==> src/hw/rtl/assert_macros.svh <==
// assertion macros shared by the allocator rtl
// no dependencies; define NO_ASSERTIONS to compile them out
`ifndef ASSERT_MACROS_SVH
`define ASSERT_MACROS_SVH
`ifndef NO_ASSERTIONS
`define FFA_ASSERT_IMP(lbl, clk, rstn, ante, cons, msg) \
	lbl: assert property (@(posedge clk) disable iff (!rstn) (ante) |-> (cons)) \
		else $error(msg);
`define FFA_ASSERT_NXT(lbl, clk, rstn, ante, cons, msg) \
	lbl: assert property (@(posedge clk) disable iff (!rstn) (ante) |=> (cons)) \
		else $error(msg);
`else
`define FFA_ASSERT_IMP(lbl, clk, rstn, ante, cons, msg)
`define FFA_ASSERT_NXT(lbl, clk, rstn, ante, cons, msg)
`endif
`endif

==> src/hw/rtl/ffa_pkg.sv <==
// types and constants of the first-fit heap allocator
// no dependencies; used by ffa_hdr_mem, ffa_ctrl and the top level
package ffa_pkg;

	// fixed geometry
	localparam int ALIGN_BYTES = 8;
	localparam int HDR_W       = 16;
	localparam int MAX_AW      = 12;
	localparam int SZ_W        = 17;
	localparam int WIDE_W      = 15;
	localparam int ADDR_W      = 15;
	localparam int SIZE_W      = 16;

	// operation codes
	localparam logic CMD_ALLOC = 1'b0;
	localparam logic CMD_FREE  = 1'b1;

	// header memory access, one write and one read port
	typedef struct packed {
		logic              we;
		logic [MAX_AW-1:0] waddr;
		logic [HDR_W-1:0]  wdata;
		logic              re;
		logic [MAX_AW-1:0] raddr;
	} mem_req_t;

	// sequencer states
	typedef enum logic [2:0] {
		ST_CLEAR,
		ST_IDLE,
		ST_WALK,
		ST_FHDR,
		ST_MERGE,
		ST_MEND,
		ST_SET
	} ffa_state_t;

endpackage

==> src/hw/rtl/ffa_ctrl.sv <==
// sequencer of the allocator: clearing pass, heap walk, merge, split and free
// depends on ffa_pkg and assert_macros.svh; drives ffa_hdr_mem
`include "assert_macros.svh"
module ffa_ctrl #(
	parameter int HEAP_BYTES = 32768
) (
	input  logic                          clk,
	input  logic                          arst_n,
	input  logic                          start,
	output logic                          busy,
	input  logic                          cmd,
	input  logic [ffa_pkg::SIZE_W-1:0]    req_size,
	input  logic [ffa_pkg::ADDR_W-1:0]    block_addr,
	output logic                          done,
	output logic [ffa_pkg::ADDR_W-1:0]    payload_addr,
	output logic                          success,
	output ffa_pkg::mem_req_t             mem_req,
	input  logic [ffa_pkg::HDR_W-1:0]     mem_rdata
);

	localparam int SLOTS = HEAP_BYTES / ffa_pkg::ALIGN_BYTES;
	localparam int SW    = $clog2(SLOTS);
	localparam logic [ffa_pkg::WIDE_W-1:0] SLOTS_W  = ffa_pkg::WIDE_W'(SLOTS);
	localparam logic [ffa_pkg::SZ_W-1:0]   HEAP_SZ  = ffa_pkg::SZ_W'(HEAP_BYTES);
	localparam logic [SW-1:0]              LAST_IDX = SW'(SLOTS - 1);

	ffa_pkg::ffa_state_t state_q, state_d;

	logic                         cmd_q, cmd_d;
	logic [ffa_pkg::SZ_W-1:0]     need_q, need_d;
	logic [ffa_pkg::SZ_W-1:0]     acc_q, acc_d;
	logic [SW-1:0]                idx_q, idx_d;
	logic [SW-1:0]                nxt_q, nxt_d;
	logic [SW-1:0]                clr_q, clr_d;
	logic                         valid_q;
	logic [ffa_pkg::ADDR_W-1:0]   paddr_q;
	logic                         ok_q;

	logic                         fin;
	logic [ffa_pkg::ADDR_W-1:0]   fin_addr;
	logic                         fin_ok;

	// decoded header and address arithmetic
	logic [ffa_pkg::SZ_W-1:0]     hsz;
	logic                         hused;
	logic [ffa_pkg::WIDE_W-1:0]   hdr_adv, mrg_adv, skip_adv, rest_idx;
	logic [ffa_pkg::SZ_W-1:0]     acc_sum, need_in;
	logic                         fits, split;
	logic [ffa_pkg::ADDR_W-1:0]   foff;
	logic                         faddr_ok, alloc_bad;
	logic [SW-1:0]                fidx;

	assign hsz      = {1'b0, mem_rdata[ffa_pkg::HDR_W-1:1], 1'b0};
	assign hused    = mem_rdata[0];
	assign hdr_adv  = ffa_pkg::WIDE_W'(idx_q) + ffa_pkg::WIDE_W'(hsz >> 3);
	assign mrg_adv  = ffa_pkg::WIDE_W'(nxt_q) + ffa_pkg::WIDE_W'(hsz >> 3);
	assign skip_adv = ffa_pkg::WIDE_W'(idx_q) + ffa_pkg::WIDE_W'(acc_q >> 3);
	assign rest_idx = ffa_pkg::WIDE_W'(idx_q) + ffa_pkg::WIDE_W'(need_q >> 3);
	assign acc_sum  = acc_q + hsz;
	assign fits     = acc_q >= need_q;
	assign split    = (acc_q > need_q) && (rest_idx < SLOTS_W);

	// request decode: rounded block size and free address checks
	assign need_in   = (ffa_pkg::SZ_W'(req_size) + ffa_pkg::SZ_W'(9))
		& ~ffa_pkg::SZ_W'(7);
	assign alloc_bad = (req_size == '0) || (need_in > HEAP_SZ);
	assign foff      = block_addr - ffa_pkg::ADDR_W'(2);
	assign fidx      = foff[SW+2:3];
	assign faddr_ok  = (block_addr >= ffa_pkg::ADDR_W'(2)) && (foff[2:0] == 3'b000)
		&& (ffa_pkg::WIDE_W'(foff >> 3) < SLOTS_W);

	// next state
	always_comb begin
		state_d = state_q;
		case (state_q)
			ffa_pkg::ST_CLEAR: begin
				if (clr_q == LAST_IDX) state_d = ffa_pkg::ST_IDLE;
			end
			ffa_pkg::ST_IDLE: begin
				if (start) begin
					if (cmd == ffa_pkg::CMD_ALLOC) begin
						if (!alloc_bad) state_d = ffa_pkg::ST_WALK;
					end else if (block_addr != '0 && faddr_ok) begin
						state_d = ffa_pkg::ST_FHDR;
					end
				end
			end
			ffa_pkg::ST_WALK: begin
				if (hsz == '0) begin
					state_d = ffa_pkg::ST_IDLE;
				end else if (hused) begin
					if (hdr_adv >= SLOTS_W) state_d = ffa_pkg::ST_IDLE;
				end else if (hdr_adv < SLOTS_W) begin
					state_d = ffa_pkg::ST_MERGE;
				end else begin
					state_d = ffa_pkg::ST_MEND;
				end
			end
			ffa_pkg::ST_FHDR: begin
				if (hsz == '0) begin
					state_d = ffa_pkg::ST_IDLE;
				end else if (hdr_adv < SLOTS_W) begin
					state_d = ffa_pkg::ST_MERGE;
				end else begin
					state_d = ffa_pkg::ST_MEND;
				end
			end
			ffa_pkg::ST_MERGE: begin
				if (hused || hsz == '0 || mrg_adv >= SLOTS_W) state_d = ffa_pkg::ST_MEND;
			end
			ffa_pkg::ST_MEND: begin
				if (cmd_q == ffa_pkg::CMD_FREE) begin
					state_d = ffa_pkg::ST_IDLE;
				end else if (fits) begin
					state_d = ffa_pkg::ST_SET;
				end else if (skip_adv < SLOTS_W) begin
					state_d = ffa_pkg::ST_WALK;
				end else begin
					state_d = ffa_pkg::ST_IDLE;
				end
			end
			ffa_pkg::ST_SET: begin
				state_d = ffa_pkg::ST_IDLE;
			end
			default: begin
				state_d = ffa_pkg::ST_IDLE;
			end
		endcase
	end

	// memory accesses, datapath updates and result
	always_comb begin
		mem_req  = '0;
		fin      = 1'b0;
		fin_addr = '0;
		fin_ok   = 1'b0;
		cmd_d    = cmd_q;
		need_d   = need_q;
		acc_d    = acc_q;
		idx_d    = idx_q;
		nxt_d    = nxt_q;
		clr_d    = clr_q;
		case (state_q)
			ffa_pkg::ST_CLEAR: begin
				mem_req.we    = 1'b1;
				mem_req.waddr = ffa_pkg::MAX_AW'(clr_q);
				mem_req.wdata = (clr_q == '0) ? HEAP_SZ[ffa_pkg::HDR_W-1:0] : '0;
				clr_d         = clr_q + SW'(1);
			end
			ffa_pkg::ST_IDLE: begin
				if (start) begin
					cmd_d = cmd;
					if (cmd == ffa_pkg::CMD_ALLOC) begin
						need_d = need_in;
						if (alloc_bad) begin
							fin = 1'b1;
						end else begin
							idx_d         = '0;
							mem_req.re    = 1'b1;
							mem_req.raddr = '0;
						end
					end else if (block_addr == '0) begin
						fin    = 1'b1;
						fin_ok = 1'b1;
					end else if (!faddr_ok) begin
						fin = 1'b1;
					end else begin
						idx_d         = fidx;
						mem_req.re    = 1'b1;
						mem_req.raddr = ffa_pkg::MAX_AW'(fidx);
					end
				end
			end
			ffa_pkg::ST_WALK: begin
				if (hsz == '0) begin
					fin = 1'b1;
				end else if (hused) begin
					idx_d = hdr_adv[SW-1:0];
					if (hdr_adv < SLOTS_W) begin
						mem_req.re    = 1'b1;
						mem_req.raddr = ffa_pkg::MAX_AW'(hdr_adv[SW-1:0]);
					end else begin
						fin = 1'b1;
					end
				end else begin
					acc_d = hsz;
					nxt_d = hdr_adv[SW-1:0];
					if (hdr_adv < SLOTS_W) begin
						mem_req.re    = 1'b1;
						mem_req.raddr = ffa_pkg::MAX_AW'(hdr_adv[SW-1:0]);
					end
				end
			end
			ffa_pkg::ST_FHDR: begin
				// clear the allocated mark
				mem_req.we    = 1'b1;
				mem_req.waddr = ffa_pkg::MAX_AW'(idx_q);
				mem_req.wdata = hsz[ffa_pkg::HDR_W-1:0];
				if (hsz == '0) begin
					fin    = 1'b1;
					fin_ok = 1'b1;
				end else begin
					acc_d = hsz;
					nxt_d = hdr_adv[SW-1:0];
					if (hdr_adv < SLOTS_W) begin
						mem_req.re    = 1'b1;
						mem_req.raddr = ffa_pkg::MAX_AW'(hdr_adv[SW-1:0]);
					end
				end
			end
			ffa_pkg::ST_MERGE: begin
				// absorb a following free block and drop its header
				if (!hused && hsz != '0) begin
					mem_req.we    = 1'b1;
					mem_req.waddr = ffa_pkg::MAX_AW'(nxt_q);
					mem_req.wdata = '0;
					acc_d         = acc_sum;
					nxt_d         = mrg_adv[SW-1:0];
					if (mrg_adv < SLOTS_W) begin
						mem_req.re    = 1'b1;
						mem_req.raddr = ffa_pkg::MAX_AW'(mrg_adv[SW-1:0]);
					end
				end
			end
			ffa_pkg::ST_MEND: begin
				if (cmd_q == ffa_pkg::CMD_FREE) begin
					mem_req.we    = 1'b1;
					mem_req.waddr = ffa_pkg::MAX_AW'(idx_q);
					mem_req.wdata = acc_q[ffa_pkg::HDR_W-1:0];
					fin           = 1'b1;
					fin_ok        = 1'b1;
				end else if (fits) begin
					// remainder header of the split
					if (split) begin
						mem_req.we    = 1'b1;
						mem_req.waddr = ffa_pkg::MAX_AW'(rest_idx[SW-1:0]);
						mem_req.wdata = ffa_pkg::HDR_W'(acc_q - need_q);
					end
				end else begin
					mem_req.we    = 1'b1;
					mem_req.waddr = ffa_pkg::MAX_AW'(idx_q);
					mem_req.wdata = acc_q[ffa_pkg::HDR_W-1:0];
					idx_d         = skip_adv[SW-1:0];
					if (skip_adv < SLOTS_W) begin
						mem_req.re    = 1'b1;
						mem_req.raddr = ffa_pkg::MAX_AW'(skip_adv[SW-1:0]);
					end else begin
						fin = 1'b1;
					end
				end
			end
			ffa_pkg::ST_SET: begin
				mem_req.we    = 1'b1;
				mem_req.waddr = ffa_pkg::MAX_AW'(idx_q);
				mem_req.wdata = need_q[ffa_pkg::HDR_W-1:0] | ffa_pkg::HDR_W'(1);
				fin           = 1'b1;
				fin_ok        = 1'b1;
				fin_addr      = ffa_pkg::ADDR_W'({idx_q, 3'b010});
			end
			default: begin
				fin = 1'b0;
			end
		endcase
	end

	// control registers
	always_ff @(posedge clk or negedge arst_n) begin
		if (!arst_n) begin
			state_q <= ffa_pkg::ST_CLEAR;
			clr_q   <= '0;
			valid_q <= 1'b0;
		end else begin
			state_q <= state_d;
			clr_q   <= clr_d;
			valid_q <= fin;
		end
	end

	// payload registers
	always_ff @(posedge clk) begin
		cmd_q   <= cmd_d;
		need_q  <= need_d;
		acc_q   <= acc_d;
		idx_q   <= idx_d;
		nxt_q   <= nxt_d;
		paddr_q <= fin_addr;
		ok_q    <= fin_ok;
	end

	assign busy         = (state_q != ffa_pkg::ST_IDLE);
	assign done         = valid_q;
	assign payload_addr = paddr_q;
	assign success      = ok_q;

	`FFA_ASSERT_IMP(a_done_follows_work, clk, arst_n, done, $past(busy) || $past(start), "result without a transaction")
	`FFA_ASSERT_IMP(a_write_in_heap, clk, arst_n, mem_req.we, ffa_pkg::WIDE_W'(mem_req.waddr) < SLOTS_W, "header write beyond heap")
	`FFA_ASSERT_IMP(a_payload_ok, clk, arst_n, done && payload_addr != '0, success && payload_addr[2:0] == 3'b010, "bad payload offset")
	`FFA_ASSERT_IMP(a_clear_busy, clk, arst_n, state_q == ffa_pkg::ST_CLEAR, busy && !done, "activity during clearing pass")
	`FFA_ASSERT_NXT(a_fit_sets, clk, arst_n, state_q == ffa_pkg::ST_MEND && cmd_q == ffa_pkg::CMD_ALLOC && fits, state_q == ffa_pkg::ST_SET, "fitting block not marked")

endmodule

==> config.mk <==
export PLATFORM = sky130hd
export DESIGN_NAME = ffa_ctrl
export DESIGN_NICKNAME = d
export VERILOG_FILES = /design/src/hw/rtl/ffa_pkg.sv /design/src/hw/rtl/ffa_ctrl.sv
export VERILOG_INCLUDE_DIRS = /design/src /design/src/hw/rtl
export SDC_FILE = /design/constraint.sdc
export NUM_CORES = 1
export LEC_CHECK = 0
export ABC_AREA = 1
export CAP_MARGIN = 30
export CORE_AREA = 10 10 183 185
export CTS_CLUSTER_DIAMETER = 80
export DETAILED_ROUTE_END_ITERATION = 8
export DIE_AREA = 0 0 193 195
export DONT_BUFFER_PORTS = 1
export SLEW_MARGIN = 30
export SYNTH_ARGS = -nofsm -noshare
export SYNTH_HDL_FRONTEND = slang
export SYNTH_SLANG_ARGS = --single-unit
==> constraint.sdc <==
create_clock -name clk -period 3.4 [get_ports clk]
set_input_delay 0.17 -clock clk [delete_from_list [all_inputs] [get_ports clk]]
set_output_delay 0.17 -clock clk [all_outputs]
set_load 0.005 [all_outputs]
---- Yosys cells after proc, flatten, opt, wreduce, memory -nomap -nowiden ----
Cells that the tools add are included.
Widths: inputs -> output; s select.
cells by class
  reduce and logical (&&, ||, !) cells .... 25
  magnitude comparators ................... 11
  multiplexer cells ....................... 72
  equal/unequal tests ..................... 23
  add/sub/neg operators ................... 9
  bitwise logic cells ..................... 1
operators by type and width
  cell                   number
  $mux 12                13
  $pmux 29 s5            1
  $mux 13                11
  $mux 29                3
  $pmux 12 s3            2
  $mux 17                4
  $pmux 13 s4            1
  $pmux 17 s3            1
  $mux 42                1
  $mux 3                 12
  $add 12x14->15         2
  $lt 15x13->1 const B   2
  $add 12x13->14         2
  $ge 14x13->1 const B   2
  $lt 14x13->1 const B   2
  $ne 2x2->1 const B     10
  $pmux 3 s6             1
  $add 16x4->17 const B  1
  $add 17x16->17         1
  $ge 17x17->1           1
  $gt 17x16->1 const B   1
  $gt 17x17->1           1
  $logic_not 17->1       1
  $mux 1                 17
  other kinds (33)       48
word-level totals
  register bits after elaboration ......... 88
  logic and storage cells ................. 152
  bits of input ports ..................... 51
  output and inout bits ................... 60

---- Logic depth before layout (Yosys ltp) ----
Gate-level depths: netlist of the first run.
  word-level depth ........................ 9
  gate-level depth with buffers ........... 19
  depth with buffers taken out ............ 19

---- Worst setup path after synthesis of the first run ----
No wires, ideal clock.
  path kind ............................... input to register
  start ................................... input port mem_rdata[15] in the netlist's numbering
  end ..................................... register acc_q[10] in the netlist's numbering, enable pin
  required time ........................... 2.944 ns
  data arrival time ....................... 3.236 ns
  stages on the path ...................... 12
  setup time .............................. 0.456 ns
  buffers on the path ..................... 2
  slack ................................... -0.292 ns
  cells stage by stage .................... buf_2 inv_2 nand2_1 nor2_1 nand2_2 inv_2 nor2_1 inv_2 nor2_1 buf_4 inv_2 a211oi_1
on the way
  longest elaborated chain between the ends .. 4
  elaborated cells on any way between the ends .. 7
  those cells by class .................... eq/ne (3); reduce/logical (4)
RTL lines
  what                                   line             RTL
  start: declaration                     ffa_ctrl.sv:18   input logic [ffa_pkg::HDR_W-1:0] mem_rdata
  $reduce_bool 17->1                     ffa_ctrl.sv:213  if (!hused && hsz != '0) begin
  $logic_and 1x1->1                      ffa_ctrl.sv:213
  $ne 2x2->1 (no source line)            --
  $reduce_and 5->1 (no source line) (*)  --
  end signal: assignment                 ffa_ctrl.sv:283  acc_q <= acc_d;
  end: declaration                       ffa_ctrl.sv:31   logic [ffa_pkg::SZ_W-1:0] acc_q, acc_d;
Mark *: on every way between the ends. The rest lies on a longest branch, timed or not.
A chain may end at the register's enable or synchronous reset.

==> impl_metrics.yaml, run 1 <==
status:
  status: "finished clean"
critical_path:
  cp-start-kind: "register"
  cp-startpoint: "idx_q[0]"
  worst-path-buf-inv: 3
  critPathSlowestCell: "edfxtp_1"
  cpMostUsedCell: "nand2_1"
  reg2reg_from: "idx_q[2]"
  max_stage_delay_ps: 440
  cp_cell_sequence: "ha_1 -> inv_1 -> fa_1 -> inv_1 -> nand2_1 -> nand2_1 -> nand2_1 -> nand2_1 -> nand2_1 -> nand4_2 -> nand4_2 -> nor2_4 -> inv_2 -> o2111ai_1"
  critPathTopFamily: "simple AND/OR/NAND/NOR gates"
  path_class: "reg -> out"
  end_kind: "primary output"
  critPathRequiredTime_ps: 3230
  crit_arrival_ps: 3110
  reg2reg_slack_ps: 410
  crit_fanout: 8
cells_and_area:
  syn_to_final_growth_pct: 9.60
  final_cell_mix: "nand2_1 (391), inv_1 (190), nor2_1 (121)"
  n_fill_cell: 3234
  final_util: 0.354
  final_nets: 1587
  drive_gt1_frac: 0.0955
  final_common_cell: "nand2_1"
power:
  p_comb_frac: 0.666
  p_leak_nw: 5.01
  vdd_ir_drop_max_mv: 0.313
  p_total_mw: 8.69
  p_int_mw: 3.95
  seqPwrFrac: 0.213
  p_sw_frac: 0.546
  switchingPower_mw: 4.75
  powerDensity_mw_per_mm2: 818
  pwr-share-clk: 0.121
clock_network:
  clockBufferDepth: 2
  cts_sinks: 85
  cts_root_buffer: "clkbuf_16"
  clkLatencyLatePin_ps: 360
  cts_tree: "built"
  cts_max_level: 3
  clk_pin_slew_ps: 70
  cts_made_buffers: 9
worst_hold_path:
  min-delay-start: "mem_rdata[9]"
  hp-class: "in -> reg"
sta:
  hold_viol: 0
  period_minus_slack_ps: 3280
  whs_ps: 4.17
  slew_violations: 0
  worst_pin_slew_ps: 877
  rsz0062_at_grt: "false"
  relSlewSlack: 0.413
  finalSetupTns_ps: 0
  fin_crit_sh: 0.966
  setup_viol: 0
  clock.fmax_mhz: 304
  finClkSkew_ps: 7.29
grt:
  gr-total-overflow: 0
  grt_max_degree: 29
  grt_first_pass_wirelength_mm: 57.2
  grt_pass1_vias: 9311
  groute.usage.overall: 0.199
  antenna_found_initial: 3
detailed_routing:
  remaining_drc_errors: 0
  drtAntennaViolNets: 0
  vias_per_cell: 5.38
  drt-initial-drc-count: 982
  dr.pass1.iters: 5
  drt_wl_total_mm: 38.5
  dr_total_vias: 9965
  wire_per_inst_um: 20.8
logic_synthesis:
  yosys.cell_types.count: 59
  synth-edff-count: 55
  syn-cell-area_mm2: 0.00970
  synth_seq_cells: 85
  synth_cells: 1437
  yosysWarnings: 0
  yosysSeqAreaShare: 0.241
  avgSynthCellArea_um2: 6.75
  synthArstFlopShare: 0.188
  synth-main-ff-cell: "edfxtp_1"
die:
  chipHeight_um: 195
  dieArea_mm2: 0.0376
  ioPinCount: 111
  start_util: 0.323
  die_w_um: 193
  row_count: 64
  core_mm2: 0.0300
job:
  cap_violations: 0
place:
  place_congestion: 0.972
  portBuffers: 0
  hpwl_mm: 31.4
-- state kept, by name, summed over array words and instances, names as in the netlist --
signal        cells
acc_q            16
clr_q            12
cmd_q             1
done              1
idx_q            12
need_q           14
nxt_q            12
payload_addr     13
state_q           3
success           1
-- power by group through the flow --
stage	registers, mW	clock network, mW	logic [mW]
3_5_place_dp	1.85	0	5.59
4_1_cts	1.83	1.06	5.64
3_3_place_gp	1.85	0	5.63
2_1_floorplan	1.72	0	4.00
6_report	1.85	1.05	5.79
5_1_grt	1.87	1.09	6.38
-- per-layer routing --
| layer | up-vias | part of all wire | global-route usage |
|---|---|---|---|
| li1 | 4828 | - | - |
| met1 | 4637 | 0.43 | 0.265 |
| met2 | 435 | 0.44 | 0.311 |
| met3 | 63 | 0.093 | 0.0504 |
| met4 | 2 | 0.030 | 0.0584 |
| met5 | - | 0.00031 | 0 |
-- cell type report --
cell class,instances,area [µm²],share of cell area
Multi-Input combinational cell,1115,6460,0.608
Tap cell,396,495,0.0466
Clock buffer,9,225,0.0212
Clock inverter,7,73.8,0.00695
Sequential cell,85,2330,0.219
Timing Repair Buffer,34,269,0.0253
Inverter,205,769,0.0724
Antenna cell,1,2.50,0.000235
-- metrics by stage --
stage	std cells	worst slack [ps]	cell area, µm²
6_report	1852	116	10600
3_5_place_dp	1828	302	10200
3_3_place_gp	1828	434	10200
4_1_cts	1848	29.6	10600
5_1_grt	1851	8.53	10600
2_1_floorplan	1438	629	9700
-- logic make-up after synthesis --
kind of cell	synth area share
other	0.000387
adder cells (fa/ha/maj)	0.116
buffers and inverters	0.0981
flip-flops	0.241
AO/OA/AOI/OAI	0.149
XOR/XNOR	0.0524
AND/OR/NAND/NOR	0.344
-- Yosys cell counts, drive strengths merged (7+ instances only) --
master  instances  area share
nand2         408        0.16
inv           205       0.079
nor2          139       0.061
nand3         101       0.056
ha             80        0.10
o21ai          76       0.043
a21oi          75       0.041
edfxtp         55        0.17
nand4          46       0.031
xor2           40       0.036
buf            21       0.014
xnor2          18       0.016
dfrtp          16       0.041
dfxtp          14       0.029
or2            14      0.0090
o21bai         13       0.010
clkbuf         12      0.0046
o211ai         12      0.0093
nor3           11      0.0083
o221ai         11      0.0099
o22ai           8      0.0052
a21o            7      0.0054
nor4            7      0.0045
-- repair_timing --
item / CTS / global route
resized for setup: 1 / 7
pin swaps: 0 / 1
hold buffers: 4 / 0
endpoints found under the setup margin: 10 / 21
endpoints found under the hold margin: 19 / 0
setup buffers: 0 / 3
-- worst paths after layout --
| kind | to | depth (start not counted) |
|---|---|---|
| worst max-delay path | mem_req[0] | 14 |
| worst min-delay path | acc_q[9] | 2 |
| worst max register to register | idx_q[11] | 14 |
| worst min register to register | clr_q[6] | 1 |
| max in group asynchronous | clr_q[3] | 1 |
| min in group asynchronous | done | 1 |
No activity file was read; power rests on OpenSTA's default activity.
==> run 2, diff against run 1 <==
PLACE_DENSITY = 0.55   (was unset)
SKIP_CTS_REPAIR_TIMING = 1   (was unset)
==> run 2 against run 1 <==
Compared with the run above:
- register-to-register slack better by 220 ps
- first-iteration DRC count is 1.1% higher
- maximum frequency is 0.45% higher
- clock skew is 7.9 ps higher
==> impl_metrics.yaml, run 2 (same netlist as run 1, synthesis figures left out) <==
die:
  core_mm2: 0.0300
  ioPinCount: 111
  dieArea_mm2: 0.0376
  start_util: 0.323
  die_w_um: 193
  chipHeight_um: 195
  row_count: 64
critical_path:
  path_class: "reg -> out"
  reg2reg_slack_ps: 630
  critPathRequiredTime_ps: 3230
  crit_fanout: 10
  crit_arrival_ps: 3100
  r2r-end: "idx_q[3]"
  end_kind: "primary output"
  rr_worst_depth: 13
  crit_path_end: "mem_req[41]"
  cp-startpoint: "idx_q[0]"
  cp-start-kind: "register"
  reg2reg_from: "acc_q[3]"
sta:
  period_minus_slack_ps: 3270
  worst_pin_slew_ps: 977
  slew_violations: 0
  setup_viol: 0
  whs_ps: 4.76
  fin_crit_sh: 0.962
  clock.fmax_mhz: 306
  finClkSkew_ps: 15.2
  hold_viol: 0
  relSlewSlack: 0.346
  fin_ws_ps: 130
place:
  hpwl_mm: 30.7
  portBuffers: 0
  place_congestion: 0.936
  placed_cells: 1823
  post_dp_cell_area_mm2: 0.0102
  dp_slack_ps: 427
grt:
  top_usage_layer: "met2"
  grt_first_pass_wirelength_mm: 56.7
  groute.usage.overall: 0.197
  grt_max_degree: 32
  use_met3: 0.0404
  use_met1: 0.267
  met2_usage: 0.311
  antenna_found_initial: 0
  gr-total-overflow: 0
  grt_pass1_vias: 9209
detailed_routing:
  wire_per_inst_um: 20.2
  remaining_drc_errors: 0
  dr_total_vias: 9796
  vias_per_cell: 5.28
  drt-initial-drc-count: 993
  drt_wl_total_mm: 37.5
  dr.pass1.iters: 5
  drtAntennaViolNets: 0
cells_and_area:
  syn_to_final_growth_pct: 9.68
  final_cell_mix: "nand2_1 (391), inv_1 (190), nor2_1 (121)"
  n_fill_cell: 3279
  drive_gt1_frac: 0.100
  post_layout_nonfiller_instances: 1854
  final_common_cell: "nand2_1"
  design_area_mm2: 0.0106
  largest_reg_flops: 16
  final_nets: 1590
  diodes: 0
  largest_register: "acc_q"
  final_util: 0.354
clock_network:
  clk_pin_slew_ps: 70
  cts_tree: "built"
  cts_made_buffers: 9
  cts_sinks: 85
  clockBufferDepth: 2
  cts_root_buffer: "clkbuf_16"
  cts_max_level: 3
  clkLatencyLatePin_ps: 370
status:
  status: "finished clean"
job:
  cap_violations: 0
worst_hold_path:
  hp-class: "in -> reg"
power:
  powerDensity_mw_per_mm2: 810
  vdd_ir_drop_max_mv: 0.332
  p_leak_nw: 5.02
==> run 2: critical path, cell delays in order, from the launching register on <==
cell      delay, ps
edfxtp_1        500
ha_1            230
inv_1            60
fa_1            400
nand3b_1        190
nand2_2         140
nand4_1          90
nand3_1         100
xor2_1           80
nor2_2          190
buf_4           230
nand2_4          80
nand2_2         160
nand2_1         130
nand4_1         160
==> run 2: routing by layer <==
metal | part of all wire | up-vias
met4 | 0.019 | 0
met5 | 0 | -
met3 | 0.082 | 35
met2 | 0.46 | 322
li1 | - | 4835
met1 | 0.44 | 4604
==> run 2: how the worst min path moves through the flow <==
stage	slack (ps)	start	to	cells after the start
floorplan	-130	arst_n	clr_q[0]	0
CTS	-530	arst_n	clr_q[6]	0
detailed placement	-120	arst_n	done	0
global route	9	mem_rdata[7]	acc_q[7]	2
global placement	-120	arst_n	done	0
finish	5	mem_rdata[7]	acc_q[7]	2
==> run 2: area by class of cell <==
| type | count | area (µm²) | area share |
|---|---|---|---|
| multi-input cells | 1115 | 6460 | 0.607 |
| flip-flops and latches | 85 | 2330 | 0.219 |
| inverters | 205 | 773 | 0.0727 |
| well taps | 396 | 495 | 0.0466 |
| repair buffers | 37 | 287 | 0.0269 |
| clock buffers | 9 | 225 | 0.0212 |
| clock inverters | 7 | 63.8 | 0.00600 |
==> run 2: power breakdown <==
part / leakage [nW] / internal, mW / switching, mW / total, mW
Sequential: 0.836 / 1.52 / 0.435 / 1.95
Combinational: 4.04 / 1.94 / 3.70 / 5.64
Clock: 0.146 / 0.515 / 0.504 / 1.02
Total: 5.02 / 3.97 / 4.64 / 8.61
==> run 2: per-stage QoR <==
step / power (mW) / TNS (ps)
after global routing: 9.36 / -63.8
after floorplan: 5.72 / 0
after CTS: 8.43 / 0
after global placement: 7.37 / 0
after detailed placement: 7.37 / 0
final: 8.61 / 0
==> run 3, diff against run 2 <==
--- a/config.mk
+++ b/config.mk
@@ -17,3 +17,2 @@
 export SKIP_CTS_REPAIR_TIMING = 1
-export SLEW_MARGIN = 30
 export SYNTH_ARGS = -nofsm -noshare
--- a/constraint.sdc
+++ b/constraint.sdc
@@ -3,2 +3,2 @@
 set_output_delay 0.17 -clock clk [all_outputs]
-set_load 0.005 [all_outputs]
+set_load 0.1 [all_outputs]
==> run 3 against run 2 <==
Compared with the run above:
- the run now ends with hold timing left
- hold slack worse by 8.6 ps
- sequential share of layout area down 2.0 points
- total power up 28%
- count of clock-buffer cells in the layout unchanged
- sequential power up 4%
- maximum frequency down 2.5%
- register-to-register slack about the same
- critical path type unchanged
- largest cell class unchanged
- highest routed layer unchanged
==> impl_metrics.yaml, run 3 (same netlist as run 1, synthesis figures left out) <==
status:
  status: "complete, but fails checks"
  violations: "hold timing"
place:
  hpwl_mm: 30.6
  place_congestion: 0.984
  portBuffers: 0
detailed_routing:
  drtAntennaViolNets: 0
  wl_met2_mm: 17.2
  remaining_drc_errors: 0
  vias_per_cell: 5.34
  met1_length_mm: 16.5
  drt-initial-drc-count: 1002
  top_layer: "met4"
  drt_wl_total_mm: 38.3
  dr_total_vias: 10200
  dr.pass1.iters: 5
  wire_per_inst_um: 20.1
  wl_met3_mm: 3.30
critical_path:
  crit_fanout: 7
  cp-startpoint: "acc_q[3]"
  end_kind: "primary output"
  reg2reg_from: "idx_q[0]"
  critPathRequiredTime_ps: 3230
  cp-start-kind: "register"
  crit_arrival_ps: 3180
  path_class: "reg -> out"
clock_network:
  cts_sinks: 85
  clkLatencyLatePin_ps: 360
  clk_pin_slew_ps: 80
  cts_made_buffers: 9
  clockBufferDepth: 2
  cts_tree: "built"
  cts_max_level: 3
  cts_root_buffer: "clkbuf_16"
cells_and_area:
  final_common_cell: "nand2_1"
  largest_register: "acc_q"
  ff_latch_area_mm2: 0.00233
  syn_to_final_growth_pct: 20.9
  final_cell_mix: "nand2_1 (384), inv_1 (187), nor2_1 (119)"
  n_fill_cell: 3172
  final_nets: 1642
  drive_gt1_frac: 0.153
  final_util: 0.390
  largest_reg_flops: 16
  multi_input_area_mm2: 0.00662
  diodes: 0
power:
  p_leak_nw: 5.48
  vdd_ir_drop_max_mv: 0.377
  powerDensity_mw_per_mm2: 938
  p_total_mw: 11.0
die:
  ioPinCount: 111
  chipHeight_um: 195
  dieArea_mm2: 0.0376
  core_mm2: 0.0300
  die_w_um: 193
  row_count: 64
  start_util: 0.323
sta:
  finalSetupTns_ps: 0
  whs_ps: -3.82
  fin_crit_sh: 0.986
  finClkSkew_ps: 12.0
  relSlewSlack: 0.350
  rsz0062_at_grt: "true"
  setup_viol: 0
  period_minus_slack_ps: 3350
  slew_violations: 0
  worst_pin_slew_ps: 974
  hold_viol: 1
  clock.fmax_mhz: 298
worst_hold_path:
  hp-class: "in -> reg"
  min-delay-start: "mem_rdata[5]"
job:
  cap_violations: 0
grt:
  antenna_found_initial: 0
  grt_first_pass_wirelength_mm: 56.0
  groute.usage.overall: 0.194
  grt_max_degree: 29
  gr-total-overflow: 0
  grt_pass1_vias: 9389
==> run 3: cell count changes in the layout (fill, tap and decap cells not counted), moves of 4 or more <==
cell,previous run,this run
buf_12,0,36
buf_4,34,40
buf_6,1,9
ha_1,79,75
nand2_1,391,384
nand2_2,12,17
nand3_1,93,88
nand3_2,7,11
o2111ai_1,6,1
o2111ai_2,0,5
==> run 3: final cells by class <==
cell class,count,share of cell area
Multi-Input combinational cell,1115,0.564
Sequential cell,85,0.199
Timing Repair Buffer,89,0.102
Inverter,205,0.0663
Tap cell,396,0.0423
Clock buffer,9,0.0192
Clock inverter,7,0.00694
==> run 3: layer usage <==
metal  global-route usage  vias to the layer above
met5                    0                        -
met4               0.0673                        0
met3               0.0394                       64
met2                0.303                      419
met1                0.259                     4759
li1                     -                     4932
==> run 3: per-stage QoR <==
step	cell area [µm²]	worst slack [ps]	hold WS, ps	std cells
floorplan	9700	-95.1	-126	1438
global placement	10900	220	-124	1864
detailed placement	11000	181	-124	1865
CTS	11300	-199	-519	1881
global route	11700	-75.9	4.75	1906
finish	11700	46.1	-3.82	1906
==> run 3: final timing paths <==
check,to,slack [ps],cells after the start
worst max-delay path,mem_req[4],50,17
worst min-delay path,acc_q[5],-4,2
worst max register to register,idx_q[10],640,13
worst min register to register,clr_q[6],480,1
max in group asynchronous,clr_q[6],2610,1
min in group asynchronous,clr_q[1],310,1
==> run 3: critical path, cell delays in order (launching register included) <==
cell	delay, ps
edfxtp_1	480
buf_6	150
ha_4	130
inv_2	40
fa_2	380
inv_1	70
nand3_2	80
nand2_4	100
nand3_2	80
nand3_2	80
nand2_1	50
nand2_1	80
nand4_1	160
nor2_2	240
buf_6	180
nand4_1	80
nand4_1	210
buf_12	210
==> run 3: where the power goes <==
part	switching, mW	internal, mW	total, mW
clock	0.544	0.525	1.07
sequential	0.520	1.51	2.03
combinational	5.24	2.66	7.90
total	6.30	4.70	11.0
